===== src/hdl/pfd_pkg.sv =====
package pfd_pkg;

    localparam int unsigned DATA_W      = 31;
    localparam int unsigned CFG_W       = 4;
    localparam int unsigned TDATA_W     = 32;
    localparam int unsigned MAX_DIM_DEF = 8;

    localparam logic [DATA_W-1:0] PRIME   = 31'd2013265921;
    localparam logic [DATA_W-1:0] INV_EXP = 31'd2013265919;

endpackage


===== src/hdl/prime_field_determinant.sv =====
// determinant of an m by m matrix modulo the prime 2013265921
//
// channels: s_axis carries one matrix entry per item in row-major order,
// m_axis one determinant item per completed matrix. the size m (1..MAX_DIM,
// 0 acts as 1, larger values saturate) is set via i_cfg_we / i_cfg_wdata, by
// the user only while idle (unchecked by the block); a write restarts loading.
//
// an entry is taken and stored in a single-port-read ram. on the last entry
// the block goes busy (s_axis_tready low) and runs elimination with one
// bit-serial modular multiplier. each column costs the pivot search and swap,
// the pivot inversion (61 products) and the row updates; a singular matrix
// stops at the first column without pivot.
//
// the result sits in an output register until taken; loading of the next
// matrix may start meanwhile, and the next result waits if still unread.
// reset (synchronous, active low) sets m to MAX_DIM and clears loading and
// the output valid; matrix contents are not cleared.
module prime_field_determinant
    #(
    parameter int unsigned MAX_DIM = pfd_pkg::MAX_DIM_DEF
) (
    input  logic                        i_clk,
    input  logic                        i_rst_n,
    input  logic                        i_cfg_we,
    input  logic [pfd_pkg::CFG_W-1:0]   i_cfg_wdata,    // matrix_size
    input  logic                        s_axis_tvalid,
    output logic                        s_axis_tready,
    input  logic [pfd_pkg::TDATA_W-1:0] s_axis_tdata,   // entry_value[30:0]
    output logic                        m_axis_tvalid,
    input  logic                        m_axis_tready,
    output logic [pfd_pkg::TDATA_W-1:0] m_axis_tdata    // determinant[30:0]
);
    import pfd_pkg::*;

    localparam int unsigned IW    = (MAX_DIM > 1) ? $clog2(MAX_DIM) : 1;
    localparam int unsigned DW    = $clog2(MAX_DIM + 1);
    localparam int unsigned DEPTH = (MAX_DIM > 1) ? MAX_DIM * MAX_DIM : 2;
    localparam int unsigned AW    = $clog2(DEPTH);

    typedef enum logic [4:0] {
        S_IDLE, S_SRCH_RD, S_SRCH_CHK, S_SW_RD1, S_SW_RD2, S_SW_WR1, S_SW_WR2,
        S_PV_RD, S_PV_DAT, S_DETM, S_INV_SQ, S_INV_SQD, S_INV_MLD, S_INV_NX,
        S_EL_RD, S_EL_LD, S_EL_F, S_EC_RD1, S_EC_MUL, S_EC_RD2, S_EC_WR,
        S_MUL, S_DONE
    } t_state;

    t_state r_state, r_ret;

    logic [DW-1:0]     r_m;
    logic [IW-1:0]     r_r, r_c, r_k, r_p;
    logic [DATA_W-1:0] r_det, r_piv, r_inv, r_f, r_t, r_out;
    logic [DATA_W-1:0] r_ma, r_mb, r_acc;
    logic [4:0]        r_mcnt, r_bit;
    logic              r_ovalid;

    logic              we;
    logic [AW-1:0]     waddr, raddr;
    logic [DATA_W-1:0] wdata, rdata;
    logic [DATA_W-1:0] in_val, in_red, sub_res, mul_next;
    logic [32:0]       mul_t;
    logic [DW-1:0]     cfg_sat;
    logic              accept;

    function automatic logic [AW-1:0] f_addr(input logic [IW-1:0] row,
                                             input logic [IW-1:0] col);
        return AW'(row * MAX_DIM + col);
    endfunction

    function automatic logic f_last(input logic [IW-1:0] x, input logic [DW-1:0] m);
        return (DW'(x) + 1'b1) == m;
    endfunction

    assign in_val  = s_axis_tdata[DATA_W-1:0];
    assign in_red  = (in_val >= PRIME) ? in_val - PRIME : in_val;
    assign accept  = s_axis_tvalid && s_axis_tready;
    assign sub_res = (rdata >= r_acc) ? rdata - r_acc
                                      : DATA_W'({1'b0, rdata} + {1'b0, PRIME} - {1'b0, r_acc});

    // one bit of the multiplier operand per cycle, msb first
    assign mul_t = {1'b0, r_acc, 1'b0} + (r_mb[r_mcnt] ? {2'b00, r_ma} : 33'd0);
    always_comb begin
        if (mul_t >= {1'b0, PRIME, 1'b0}) begin
            mul_next = DATA_W'(mul_t - {1'b0, PRIME, 1'b0});
        end else if (mul_t >= {2'b00, PRIME}) begin
            mul_next = DATA_W'(mul_t - {2'b00, PRIME});
        end else begin
            mul_next = DATA_W'(mul_t);
        end
    end

    always_comb begin
        if (i_cfg_wdata == '0) begin
            cfg_sat = DW'(1);
        end else if (32'(i_cfg_wdata) > MAX_DIM) begin
            cfg_sat = DW'(MAX_DIM);
        end else begin
            cfg_sat = DW'(i_cfg_wdata);
        end
    end

    always_comb begin
        we    = 1'b0;
        waddr = f_addr(r_r, r_c);
        wdata = in_red;
        raddr = f_addr(r_r, r_k);
        case (r_state)
            S_IDLE:   we = accept;
            S_SW_RD1: raddr = f_addr(r_p, r_c);
            S_SW_RD2: raddr = f_addr(r_k, r_c);
            S_SW_WR1: begin
                we    = 1'b1;
                waddr = f_addr(r_p, r_c);
                wdata = rdata;
            end
            S_SW_WR2: begin
                we    = 1'b1;
                waddr = f_addr(r_k, r_c);
                wdata = r_t;
            end
            S_PV_RD:  raddr = f_addr(r_k, r_k);
            S_EC_RD1: raddr = f_addr(r_k, r_c);
            S_EC_RD2: raddr = f_addr(r_r, r_c);
            S_EC_WR: begin
                we    = 1'b1;
                wdata = sub_res;
            end
            default: ;
        endcase
    end

    pfd_ram #(
        .WIDTH (DATA_W),
        .DEPTH (DEPTH)
    ) u_ram (
        .i_clk   (i_clk),
        .i_we    (we),
        .i_waddr (waddr),
        .i_wdata (wdata),
        .i_raddr (raddr),
        .o_rdata (rdata)
    );

    always_ff @(posedge i_clk) begin
        if (!i_rst_n) begin
            r_state  <= S_IDLE;
            r_ret    <= S_IDLE;
            r_m      <= DW'(MAX_DIM);
            r_r      <= '0;
            r_c      <= '0;
            r_k      <= '0;
            r_det    <= DATA_W'(1);
            r_ovalid <= 1'b0;
        end else begin
            if (m_axis_tready) begin
                r_ovalid <= 1'b0;
            end
            case (r_state)
                S_IDLE: begin
                    if (accept) begin
                        if (f_last(r_c, r_m)) begin
                            r_c <= '0;
                            if (f_last(r_r, r_m)) begin
                                r_r     <= '0;
                                r_k     <= '0;
                                r_state <= S_SRCH_RD;
                            end else begin
                                r_r <= r_r + 1'b1;
                            end
                        end else begin
                            r_c <= r_c + 1'b1;
                        end
                    end
                end
                S_SRCH_RD: r_state <= S_SRCH_CHK;
                S_SRCH_CHK: begin
                    if (rdata != '0) begin
                        r_p <= r_r;
                        r_c <= '0;
                        r_state <= (r_r != r_k) ? S_SW_RD1 : S_PV_RD;
                    end else if (f_last(r_r, r_m)) begin
                        r_det   <= '0;
                        r_state <= S_DONE;
                    end else begin
                        r_r     <= r_r + 1'b1;
                        r_state <= S_SRCH_RD;
                    end
                end
                S_SW_RD1: r_state <= S_SW_RD2;
                S_SW_RD2: begin
                    r_t     <= rdata;
                    r_state <= S_SW_WR1;
                end
                S_SW_WR1: r_state <= S_SW_WR2;
                S_SW_WR2: begin
                    if (f_last(r_c, r_m)) begin
                        r_det   <= (r_det == '0) ? '0 : PRIME - r_det;
                        r_state <= S_PV_RD;
                    end else begin
                        r_c     <= r_c + 1'b1;
                        r_state <= S_SW_RD1;
                    end
                end
                S_PV_RD: r_state <= S_PV_DAT;
                S_PV_DAT: begin
                    r_piv   <= rdata;
                    r_ma    <= r_det;
                    r_mb    <= rdata;
                    r_acc   <= '0;
                    r_mcnt  <= 5'(DATA_W - 1);
                    r_ret   <= S_DETM;
                    r_state <= S_MUL;
                end
                S_DETM: begin
                    r_det   <= r_acc;
                    r_inv   <= DATA_W'(1);
                    r_bit   <= 5'(DATA_W - 1);
                    r_state <= S_INV_SQ;
                end
                S_INV_SQ: begin
                    r_ma    <= r_inv;
                    r_mb    <= r_inv;
                    r_acc   <= '0;
                    r_mcnt  <= 5'(DATA_W - 1);
                    r_ret   <= S_INV_SQD;
                    r_state <= S_MUL;
                end
                S_INV_SQD: begin
                    r_inv <= r_acc;
                    if (INV_EXP[r_bit]) begin
                        r_ma    <= r_acc;
                        r_mb    <= r_piv;
                        r_acc   <= '0;
                        r_mcnt  <= 5'(DATA_W - 1);
                        r_ret   <= S_INV_MLD;
                        r_state <= S_MUL;
                    end else begin
                        r_state <= S_INV_NX;
                    end
                end
                S_INV_MLD: begin
                    r_inv   <= r_acc;
                    r_state <= S_INV_NX;
                end
                S_INV_NX: begin
                    if (r_bit == '0) begin
                        if (f_last(r_k, r_m)) begin
                            r_state <= S_DONE;
                        end else begin
                            r_r     <= r_k + 1'b1;
                            r_state <= S_EL_RD;
                        end
                    end else begin
                        r_bit   <= r_bit - 1'b1;
                        r_state <= S_INV_SQ;
                    end
                end
                S_EL_RD: r_state <= S_EL_LD;
                S_EL_LD: begin
                    if (rdata != '0) begin
                        r_ma    <= rdata;
                        r_mb    <= r_inv;
                        r_acc   <= '0;
                        r_mcnt  <= 5'(DATA_W - 1);
                        r_ret   <= S_EL_F;
                        r_state <= S_MUL;
                    end else if (f_last(r_r, r_m)) begin
                        r_k     <= r_k + 1'b1;
                        r_r     <= r_k + 1'b1;
                        r_state <= S_SRCH_RD;
                    end else begin
                        r_r     <= r_r + 1'b1;
                        r_state <= S_EL_RD;
                    end
                end
                S_EL_F: begin
                    r_f     <= r_acc;
                    r_c     <= r_k;
                    r_state <= S_EC_RD1;
                end
                S_EC_RD1: r_state <= S_EC_MUL;
                S_EC_MUL: begin
                    r_ma    <= r_f;
                    r_mb    <= rdata;
                    r_acc   <= '0;
                    r_mcnt  <= 5'(DATA_W - 1);
                    r_ret   <= S_EC_RD2;
                    r_state <= S_MUL;
                end
                S_EC_RD2: r_state <= S_EC_WR;
                S_EC_WR: begin
                    if (!f_last(r_c, r_m)) begin
                        r_c     <= r_c + 1'b1;
                        r_state <= S_EC_RD1;
                    end else if (f_last(r_r, r_m)) begin
                        r_k     <= r_k + 1'b1;
                        r_r     <= r_k + 1'b1;
                        r_state <= S_SRCH_RD;
                    end else begin
                        r_r     <= r_r + 1'b1;
                        r_state <= S_EL_RD;
                    end
                end
                S_MUL: begin
                    r_acc <= mul_next;
                    if (r_mcnt == '0) begin
                        r_state <= r_ret;
                    end else begin
                        r_mcnt <= r_mcnt - 1'b1;
                    end
                end
                S_DONE: begin
                    if (!r_ovalid || m_axis_tready) begin
                        r_out    <= r_det;
                        r_ovalid <= 1'b1;
                        r_det    <= DATA_W'(1);
                        r_r      <= '0;
                        r_c      <= '0;
                        r_state  <= S_IDLE;
                    end
                end
                default: r_state <= S_IDLE;
            endcase
            if (i_cfg_we) begin
                r_m <= cfg_sat;
                r_r <= '0;
                r_c <= '0;
            end
        end
    end

    assign s_axis_tready = (r_state == S_IDLE);
    assign m_axis_tvalid = r_ovalid;
    assign m_axis_tdata  = {{(TDATA_W - DATA_W){1'b0}}, r_out};

endmodule


===== src/hdl/pfd_ram.sv =====
module pfd_ram #(
    parameter int unsigned WIDTH = 31,
    parameter int unsigned DEPTH = 64
) (
    input  logic                       i_clk,
    input  logic                       i_we,
    input  logic [$clog2(DEPTH)-1:0]   i_waddr,
    input  logic [WIDTH-1:0]           i_wdata,
    input  logic [$clog2(DEPTH)-1:0]   i_raddr,
    output logic [WIDTH-1:0]           o_rdata
);

    logic [WIDTH-1:0] r_mem [DEPTH];

    always_ff @(posedge i_clk) begin
        if (i_we) begin
            r_mem[i_waddr] <= i_wdata;
        end
        o_rdata <= r_mem[i_raddr];
    end

endmodule


===== config.mk =====
export PLATFORM = sky130hd
export DESIGN_NAME = prime_field_determinant
export DESIGN_NICKNAME = d
export VERILOG_FILES = /design/src/hdl/pfd_pkg.sv /design/src/hdl/prime_field_determinant.sv /design/src/hdl/pfd_ram.sv
export SDC_FILE = /design/constraint.sdc
export NUM_CORES = 2
export LEC_CHECK = 0
export CORE_MARGIN = 2
export CORE_UTILIZATION = 25
export DETAILED_ROUTE_END_ITERATION = 8
export DONT_BUFFER_PORTS = 1
export GPL_TIMING_DRIVEN = 0
export PLACE_DENSITY_LB_ADDON = 0.08
export SLEW_MARGIN = 10
export SYNTH_ARGS = -nofsm -noshare
export SYNTH_HDL_FRONTEND = slang
export SYNTH_SLANG_ARGS = --single-unit

===== constraint.sdc =====
create_clock -name i_clk -period 15.7 [get_ports i_clk]
set_input_delay 3.14 -clock i_clk [delete_from_list [all_inputs] [get_ports i_clk]]
set_output_delay 3.14 -clock i_clk [all_outputs]
set_load 0.02 [all_outputs]

==> out/results.tsv <==
stage	metric	value	unit
logic_synthesis	synth-main-ff-cell	edfxtp_1	
global_routing	grt_first_pass_wirelength	513000	um
sta	relSlewSlack	-0.0238	
logic_synthesis	synth_area	0.0991	mm^2
clocking	cts_tree	built	
logic_synthesis	synth_top_cell_area_share	0.680	
setup_path	crit_path_end_kind	register	
global_routing	grt_usage	0.185	
pwr	seq_power_share	0.505	
clocking	cts_buffer_depth	4	
global_routing	antenna_found_initial	29	
sta	finalClockSkew	0.0930	ns
sta	worst_pin_slew	1.53	ns
clocking	cts_resized	0	
sta	finalCritPeriodShare	0.575	
logic_synthesis	syn-num-nets	6164	
finish	instances_no_fill	11900	
logic_synthesis	synthCells	5986	
pwr	p_leak	38.3	nW
hold_path	hold_depth	0	
sta	fmax	111	MHz
sta	holdWs	0.444	ns
logic_synthesis	synth_area_leaders	edfxtp_1 68%, mux4_2 11%, nand2_1 1.9%	
setup_path	path_max_fanout	10	
finish	final_cell_mix	2245 x edfxtp_1, 499 x mux4_2, 492 x nand2_1	
setup_path	cp.arrival	9.59	ns
clocking	clkSinkCount	2332	
floorplan	die_h	634	um
flow_run	cap_violations	2	
clocking	clkSlewWorstSetupHoldPaths	0.06	ns
placed_design	gp_congestion	0.847	
finish	utilization	0.302	
floorplan	io_pins	75	
clocking	htree_levels	5	
sta	setup_ws	6.67	ns
floorplan	start_util	0.251	
setup_path	worst_ep_required_time	16.26	ns
detailed_routing	ant_nets	0	
detailed_routing	drt-wirelength-per-cell	31.5	um
finish	drive_gt1_frac	0.188	
floorplan	die_w	634	um
detailed_routing	via_per_inst	4.85	
detailed_routing	dr.pass1.iters	6	
sta	finalSetupViolCount	0	
logic_synthesis	ys_ff_latch	2332	
sta	drv_slew	4	
pwr	p_switching	3.04	mW
sta	hold_viol_final	0	
sta	setup_tns	0	ns
setup_path	worstRegToRegCells	24	
clocking	root_buffer	clkbuf_16	
placed_design	pre_cts_slack	6.66	ns
setup_path	crit_path_max_incr_delay	0.67	ns
clocking	clock_latency	0.92	ns
logic_synthesis	yosysSeqAreaShare	0.698	
floorplan	rows	231	
detailed_routing	vias	57900	
pwr	p_clk_frac	0.462	
detailed_routing	drc	0	
setup_path	cp_common_cell	nand4_1	
setup_path	path_cells	clkbuf_1 -> buf_1 -> mux2i_1 -> a22oi_1 -> nand4_1 -> nand4_1 -> clkbuf_1 -> and2_1 -> ha_1 -> inv_1 -> fa_1 -> nand2b_1 -> a211oi_1 -> o2111ai_1 -> a31oi_1 -> mux2_2 -> a211oi_1 -> nand4_1 -> nand4b_1 -> a31o_2 -> buf_2 -> a41oi_1 -> xnor2_1 -> nor2_1	
placed_design	dpl_cell_area	0.111	mm^2
sta	fin_crit	9.03	ns
global_routing	grt_pass1_vias	59500	
clocking	cts_hold_buf	0	
finish	syn2layout_area_growth	20.4	%
pwr	sw_frac_of_total	0.224	
finish	stdcell_area	0.119	mm^2
finish	nNetsFinal	6641	
clocking	cts_buffers	284	
placed_design	portBuffers	0	
pwr	peakVddDrop	78.7	uV
floorplan	core_area	0.395	mm^2
floorplan	die-area	0.401	mm^2
pwr	powerDensity	114	mW/mm^2
pwr	p_int	10.6	mW
pwr	total_power	13.6	mW
detailed_routing	wl	376000	um
logic_synthesis	synth_edf_count	2245	
logic_synthesis	yosys_warnings	0	
finish	final_common_cell	edfxtp_1	
run_status	violations	max-capacitance violations, max-slew violations	
placed_design	dp_hpwl	275000	um
setup_path	start_kind	register	
logic_synthesis	ys_types	87	
sta	rsz0062_at_grt	false	
hold_path	min_path_type	reg -> reg	
detailed_routing	drt_iter0_markers	5213	
pwr	pwr-share-comb	0.034	
setup_path	slowest_stage	a211oi_1	
logic_synthesis	synth_top_cell_by_area	edfxtp_1	
placed_design	dp_cells	11400	
global_routing	grt_overflow	0	
setup_path	path_class	reg -> reg	
clocking	cts_setup_buffers	0	
logic_synthesis	async_reset_ff_frac	0	
run_status	status	finished, violations left	
logic_synthesis	synth.avg_cell_area	16.6	um^2
global_routing	grt_max_degree	32	
-- path summary, 6_finish.rpt --
check	start	endpoint	slack, ns
setup reg to reg	r_mcnt[0]	r_acc[17]	6.67
hold reg to reg	r_det[17]	r_out[17]	0.44
setup / recovery	r_mcnt[0]	r_acc[17]	6.67
hold / removal	r_det[17]	r_out[17]	0.44
-- flip-flops by register name, summed over array words and instances, names as in the netlist, named ones only --
| signal | flops |
|---|---|
| u_ram.r_mem | 1984 |
| r_acc | 31 |
| r_det | 31 |
| r_f | 31 |
| r_inv | 31 |
| r_ma | 31 |
| r_mb | 31 |
| r_out | 31 |
| r_piv | 31 |
| r_t | 31 |
| u_ram.o_rdata | 31 |
| r_bit | 5 |
| r_mcnt | 5 |
| r_ret | 5 |
| r_state | 5 |
| r_m | 4 |
| r_c | 3 |
| r_k | 3 |
| r_p | 3 |
| r_r | 3 |
| m_axis_tvalid | 1 |
-- routing by layer --
| layer | part of all wire | up-vias | GRT usage | wire (um) |
|---|---|---|---|---|
| li1 | - | 25000 | - | - |
| met3 | 0.039 | 482 | 0.0227 | 14500 |
| met5 | 0.000032 | - | 0 | 12 |
| met2 | 0.52 | 1445 | 0.332 | 194000 |
| met1 | 0.41 | 30900 | 0.232 | 156000 |
| met4 | 0.030 | 2 | 0.0504 | 11200 |
-- power by group through the flow --
| stage | clock network (mW) | logic [mW] | registers (mW) |
|---|---|---|---|
| 3_5_place_dp | 0 | 0.467 | 7.00 |
| 6_report | 6.29 | 0.460 | 6.87 |
| 3_3_place_gp | 0 | 0.385 | 7.04 |
| 2_1_floorplan | 0 | 0.208 | 6.98 |
| 5_1_grt | 6.69 | 0.495 | 6.87 |
| 4_1_cts | 6.48 | 0.469 | 6.87 |
-- worst max-delay path: cells and delay by family, from the launching register on --
kind	cells	cell delay, ns
AO/OA/AOI/OAI	7	3.24
XOR/XNOR	1	0.20
adder cells (fa/ha/maj)	2	0.61
buffers and inverters	5	1.64
flip-flops	1	0.32
multiplexers	2	0.64
AND/OR/NAND/NOR	7	2.02
-- Yosys cell counts (99+ instances only) --
cell type  count
inv_1        153
clkbuf_1     267
edfxtp_1    2245
ha_1         109
o21ai_0      100
mux4_2       499
a211oi_1     176
nor3_1        99
and2_1       178
nand2_1      498
a21oi_1      218
a22oi_1      128
nor2_1       285
-- layout make-up --
cell class / instances / area (um^2)
clock buffers: 356 / 7500
inverters: 156 / 586
diodes: 12 / 30.0
repair buffers: 191 / 3890
clock inverters: 147 / 1160
flip-flops and latches: 2332 / 69200
plain buffers: 336 / 1300
multi-input cells: 3162 / 29100
fillers: 39000 / 276000
well taps: 5242 / 6560
-- cells by family (layout without fill, tap and decap cells) --
family | count (synthesis) | count (layout) | share of synthesized area
AOI/OAI and AO/OA | 990 | 990 | 0.0692
muxes | 546 | 546 | 0.118
other | 1 | 13 | 0.0000378
adders and majority gates | 137 | 137 | 0.0194
buffers and inverters | 492 | 1186 | 0.0188
xor gates and xnor gates | 140 | 140 | 0.0124
DFF | 2332 | 2332 | 0.698
and+or+nand+nor | 1348 | 1348 | 0.0640
No activity file was read; power rests on OpenSTA's default activity.
